--- src/hdl/tiered_compaction_selector_top_defines.svh ---
// Assertion helpers for the tiered compaction selector.
`ifndef TIERED_COMPACTION_SELECTOR_TOP_DEFINES_SVH
`define TIERED_COMPACTION_SELECTOR_TOP_DEFINES_SVH

// Same-cycle implication, sampled on clk, off during reset.
`define TCS_ASSERT_NOW(lbl, ante, cons, msg) \
	lbl: assert property (@(posedge clk) disable iff (!arst_n) (ante) |-> (cons)) \
		else $error(msg);

// Next-cycle implication, sampled on clk, off during reset.
`define TCS_ASSERT_NEXT(lbl, ante, cons, msg) \
	lbl: assert property (@(posedge clk) disable iff (!arst_n) (ante) |=> (cons)) \
		else $error(msg);

`endif

--- src/hdl/tcs_pkg.sv ---
`timescale 1ns / 1ps

package tcs_pkg;

	// store sizing
	localparam int MAX_GROUPS = 64;
	localparam int IDX_W      = $clog2(MAX_GROUPS);
	localparam int CNT_W      = $clog2(MAX_GROUPS + 1);

	// field widths
	localparam int TAG_W   = 16;
	localparam int BYTES_W = 48;
	localparam int MIN_W   = 6;
	localparam int FAC_W   = 5;
	localparam int PROD_W  = BYTES_W + FAC_W;

	// config port
	localparam int CFG_IDX_W  = 8;
	localparam int CFG_DATA_W = 8;

	typedef enum logic [CFG_IDX_W-1:0] {
		CFG_MIN_GROUPS  = 8'd0,
		CFG_SIZE_FACTOR = 8'd1
	} cfg_reg_t;

	localparam logic [MIN_W-1:0] MIN_RESET = MIN_W'(8);
	localparam logic [FAC_W-1:0] FAC_RESET = FAC_W'(8);

	// controller -> datapath
	typedef struct packed {
		logic load;       // take a load item
		logic rank_init;  // start the rank sort
		logic hold_i;     // latch entry i, restart scan
		logic scan;       // issue next compare read
		logic wr_sorted;  // place entry i at its rank
		logic walk_init;  // start the level walk
		logic walk;       // issue next walk read
		logic emit_init;  // set up the emit window
		logic emit_ld;    // load result register from sorted store
		logic nosel_ld;   // load the no-selection result
		logic out_done;   // result taken
		logic clear;      // drop the set
	} tcs_cmd_t;

	// datapath -> controller
	typedef struct packed {
		logic small_set;
		logic scan_done;
		logic i_last;
		logic walk_done;
		logic out_end;
	} tcs_status_t;

endpackage

--- src/hdl/tcs_ctrl.sv ---
`timescale 1ns / 1ps

module tcs_ctrl (
	input  logic                 clk,
	input  logic                 arst_n,
	input  logic                 load_valid,
	input  logic                 load_last,
	output logic                 load_ready,
	input  logic                 result_taken,
	input  tcs_pkg::tcs_status_t st,
	output tcs_pkg::tcs_cmd_t    cmd
);

	typedef enum logic [11:0] {
		ST_IDLE  = 12'b0000_0000_0001,
		ST_CHECK = 12'b0000_0000_0010,
		ST_RDI   = 12'b0000_0000_0100,
		ST_HOLD  = 12'b0000_0000_1000,
		ST_SCAN  = 12'b0000_0001_0000,
		ST_WR    = 12'b0000_0010_0000,
		ST_WINIT = 12'b0000_0100_0000,
		ST_WALK  = 12'b0000_1000_0000,
		ST_EINIT = 12'b0001_0000_0000,
		ST_ERD   = 12'b0010_0000_0000,
		ST_ELD   = 12'b0100_0000_0000,
		ST_OUT   = 12'b1000_0000_0000
	} state_t;

	state_t state_q, state_d;

	assign load_ready = (state_q == ST_IDLE);

	// next state and commands
	always_comb begin
		state_d = state_q;
		cmd     = '0;
		case (state_q)
			ST_IDLE: begin
				if (load_valid) begin
					cmd.load = 1'b1;
					if (load_last) state_d = ST_CHECK;
				end
			end
			ST_CHECK: begin
				if (st.small_set) begin
					cmd.nosel_ld = 1'b1;
					state_d      = ST_OUT;
				end else begin
					cmd.rank_init = 1'b1;
					state_d       = ST_RDI;
				end
			end
			ST_RDI: state_d = ST_HOLD;
			ST_HOLD: begin
				cmd.hold_i = 1'b1;
				state_d    = ST_SCAN;
			end
			ST_SCAN: begin
				cmd.scan = 1'b1;
				if (st.scan_done) state_d = ST_WR;
			end
			ST_WR: begin
				cmd.wr_sorted = 1'b1;
				state_d       = st.i_last ? ST_WINIT : ST_RDI;
			end
			ST_WINIT: begin
				cmd.walk_init = 1'b1;
				state_d       = ST_WALK;
			end
			ST_WALK: begin
				cmd.walk = 1'b1;
				if (st.walk_done) state_d = ST_EINIT;
			end
			ST_EINIT: begin
				cmd.emit_init = 1'b1;
				state_d       = ST_ERD;
			end
			ST_ERD: state_d = ST_ELD;
			ST_ELD: begin
				cmd.emit_ld = 1'b1;
				state_d     = ST_OUT;
			end
			ST_OUT: begin
				if (result_taken) begin
					cmd.out_done = 1'b1;
					if (st.out_end) begin
						cmd.clear = 1'b1;
						state_d   = ST_IDLE;
					end else begin
						state_d = ST_ERD;
					end
				end
			end
			default: state_d = ST_IDLE;
		endcase
	end

	always_ff @(posedge clk or negedge arst_n) begin
		if (!arst_n) state_q <= ST_IDLE;
		else         state_q <= state_d;
	end

endmodule

--- config.mk ---
export PLATFORM = sky130hd
export DESIGN_NAME = tcs_ctrl
export DESIGN_NICKNAME = d
export VERILOG_FILES = /design/src/hdl/tiered_compaction_selector_top_defines.svh /design/src/hdl/tcs_pkg.sv /design/src/hdl/tcs_ctrl.sv
export SDC_FILE = /design/constraint.sdc
export NUM_CORES = 1
export LEC_CHECK = 0
export BUFFER_PORTS_ARGS = -buffer_cell sky130_fd_sc_hd__buf_4
export CAP_MARGIN = 10
export CORE_MARGIN = 1
export CORE_UTILIZATION = 50
export CTS_CLUSTER_SIZE = 25
export DETAILED_ROUTE_END_ITERATION = 10
export GPL_ROUTABILITY_DRIVEN = 1
export PLACE_DENSITY = 0.75
export SYNTH_ARGS = -nofsm -noshare
export SYNTH_HDL_FRONTEND = slang
export SYNTH_SLANG_ARGS = --single-unit
--- constraint.sdc ---
create_clock -name clk -period 4.2 [get_ports clk]
set_input_delay 0.42 -clock clk [delete_from_list [all_inputs] [get_ports clk]]
set_output_delay 0.42 -clock clk [all_outputs]
set_load 0.005 [all_outputs]
==> results.json <==
{
  "status": "complete, but fails checks",
  "violations": "design-rule violations",
  "track_usage_pct": 22.7,
  "synth_nets": 103,
  "gp_congestion": 0.895,
  "die_w_um": 43.6,
  "h-tree-depth": 1,
  "grt_pass1_vias": 700,
  "routed_wl_um": 1890,
  "synth_area_um2": 865,
  "firstDrtPassIters": 8,
  "yosysTopAreaCell": "dfrtp_1",
  "ioPinCount": 23,
  "root_buffer": "clkbuf_4",
  "cpMaxStageDelayCell": "nor4_4",
  "pwr-share-seq_pct": 36.3,
  "path_clk_slew_ps": 80,
  "worst_slew_pin_slew_ps": 480,
  "overflow": 0,
  "first_iter_violations": 20,
  "final_util_pct": 67.9,
  "cts_made_buffers": 3,
  "ys_warn_count": 0,
  "clockBufferDepth": 2,
  "syn_inst": 93,
  "chipHeight_um": 43.6,
  "cts_resized": 0,
  "skew_ps": 1.15,
  "hold_buffers": 1,
  "area_growth_pct": 22.4,
  "slowest_delay_ps": 510,
  "die_area_um2": 1900,
  "drive_gt1_share_pct": 33.3,
  "largest_reg_flops": 12,
  "cts_setup_buffers": 0,
  "postSynthAreaPerCell_um2": 9.30,
  "drv_slew": 0,
  "ys_seq_elements": 12,
  "regMostFlops": "state_q",
  "rows": 14,
  "nNetsFinal": 128,
  "holdWs_ps": 334,
  "max_freq_ghz": 0.400,
  "synth_top_area_share_pct": 31.8,
  "hold_viol_final": 0,
  "finalCritPeriodShare_pct": 59.5,
  "place_area_um2": 1020,
  "vias_per_cell": 6.10,
  "num_vias": 811,
  "wire_per_inst_um": 14.2,
  "crit_family": "simple AND/OR/NAND/NOR gates",
  "p_per_area_nw_per_um2": 439,
  "path_cells": "nor4_4, nand3_1, nor4b_2, buf_4",
  "postRouteAntennaNets": 0,
  "worstHoldPathType": "in2reg",
  "power_switching_mw": 0.184,
  "grt_setup_unrepaired": "no",
  "peakVddDrop_mv": 0.281,
  "grt_antenna_before_repair": 0,
  "ys_top_cells_by_area": "dfrtp_1 32%, nor4_4 4.9%, o21ai_0 4.1%, nor4b_2 3.5%, dfstp_2 3.0%",
  "drc_errors": 1,
  "coreArea_um2": 1560,
  "worst_ep_arrival_time_ps": 2080,
  "dp_slack_ps": 1990,
  "intPower_mw": 0.281,
  "cts_tree": "built",
  "setup.worst_path.end_class": "output pin",
  "grt_pass1_wl_um": 3200,
  "setup_ws_ps": 1700,
  "slew_headroom_pct": 67.8,
  "clkPwrFrac_pct": 16.2,
  "ys_types": 39,
  "setup_viol": 0,
  "path_class": "reg2out",
  "fin_crit_ps": 2500,
  "fin_area_um2": 1060,
  "startpoint_type": "flip-flop",
  "cts.sinks": 12,
  "tns_ps": 0,
  "critical_path.max_fanout": 9,
  "grt_max_degree": 13,
  "swShare_pct": 39.5,
  "insertion_delay_ps": 270,
  "worstPathRequired_ps": 3780,
  "p_leak_nw": 0.531,
  "portBuffers": 22,
  "antenna_cells": 0,
  "combPwrFrac_pct": 47.5,
  "path_buf_inv": 1,
  "initial_core_util_pct": 55.5,
  "top_regs": "state_q: 12 flops",
  "post-dp-hpwl_um": 1390,
  "synth-seq-area-share_pct": 34.9,
  "maxCapViolCount": 0
}
[routing by layer]
layer | vias to the layer above | part of all wire, % | GRT usage, % | routed length [um]
li1 | 387 | - | - | -
met4 | 0 | 1.5 | 8.75 | 29
met1 | 383 | 46 | 31.8 | 872
met2 | 35 | 46 | 34.9 | 864
met3 | 6 | 6.4 | 3.75 | 120
met5 | - | 0 | 0 | 0
[cell usage after synthesis, drive strengths merged]
master,instances
nand4b,1
nand2,4
nand3b,1
and3,2
a21o,2
dfstp,1
o221ai,1
nor2,7
buf,3
nand3,4
o211ai,1
o21bai,3
or3,3
nand2b,2
nor4b,3
nor2b,2
a211oi,1
and3b,1
xor2,3
dfrtp,11
nor3b,4
or2,1
nor4,4
and2,3
a41oi,1
nor3,4
a21oi,2
inv,7
o21ai,7
o32a,1
nand4,3
[power by group through the flow]
stage	Clock, mW	Combinational, mW	Sequential (mW)
final	0.0755	0.221	0.169
after global routing	0.0852	0.241	0.173
after CTS	0.0784	0.222	0.168
after detailed placement	0	0.218	0.170
after global placement	0	0.214	0.170
after floorplan	0	0.173	0.151
[cells by family (layout without fill, tap and decap cells)]
family	Yosys count	in the layout	share of synthesized area [%]
AOI/OAI and AO/OA	19	19	15.2
xor gates and xnor gates	3	3	3.04
DFF	12	12	34.9
buffers and inverters	10	34	6.22
and+or+nand+nor	49	49	40.7
[cell type report]
| type | count | area, um^2 |
|---|---|---|
| Timing Repair Buffer | 23 | 175 |
| Inverter | 7 | 26.3 |
| Clock buffer | 4 | 26.3 |
| Sequential cell | 12 | 302 |
| Fill cell | 129 | 500 |
| Tap cell | 16 | 20.0 |
| Multi-Input combinational cell | 71 | 509 |
[through the flow]
| step | std cells | power [mW] |
|---|---|---|
| global placement | 128 | 0.384 |
| CTS | 133 | 0.468 |
| detailed placement | 128 | 0.388 |
| global route | 133 | 0.498 |
| finish | 133 | 0.465 |
| floorplan | 93 | 0.324 |
[cell usage in the layout (no fill, tap or decap), types with 3 or more instances in the layout]
| master | instances |
|---|---|
| and2_1 | 3 |
| buf_4 | 22 |
| clkbuf_4 | 3 |
| dfrtp_1 | 11 |
| inv_1 | 7 |
| nand2_1 | 3 |
| nand3_1 | 4 |
| nand4_1 | 3 |
| nor2_1 | 7 |
| nor3_1 | 4 |
| nor3b_1 | 3 |
| o21ai_0 | 7 |
| o21bai_1 | 3 |
| xor2_1 | 3 |
[worst paths after layout]
path                                        start                endpoint  slack (ps)  cells after the start
min                                         st[1]  state_q[7]$_DFFE_PN0P_         330                      2
max in group asynchronous                  arst_n  state_q[0]$_DFFE_PN1P_        3450                      2
min reg2reg                state_q[3]$_DFFE_PN0P_  state_q[3]$_DFFE_PN0P_         610                      1
min in group asynchronous                  arst_n  state_q[8]$_DFFE_PN0P_         520                      2
max                        state_q[9]$_DFFE_PN0P_                 cmd[10]        1700                      4
max reg2reg                state_q[9]$_DFFE_PN0P_  state_q[8]$_DFFE_PN0P_        2150                      5
(Power assumes the default switching activity.)
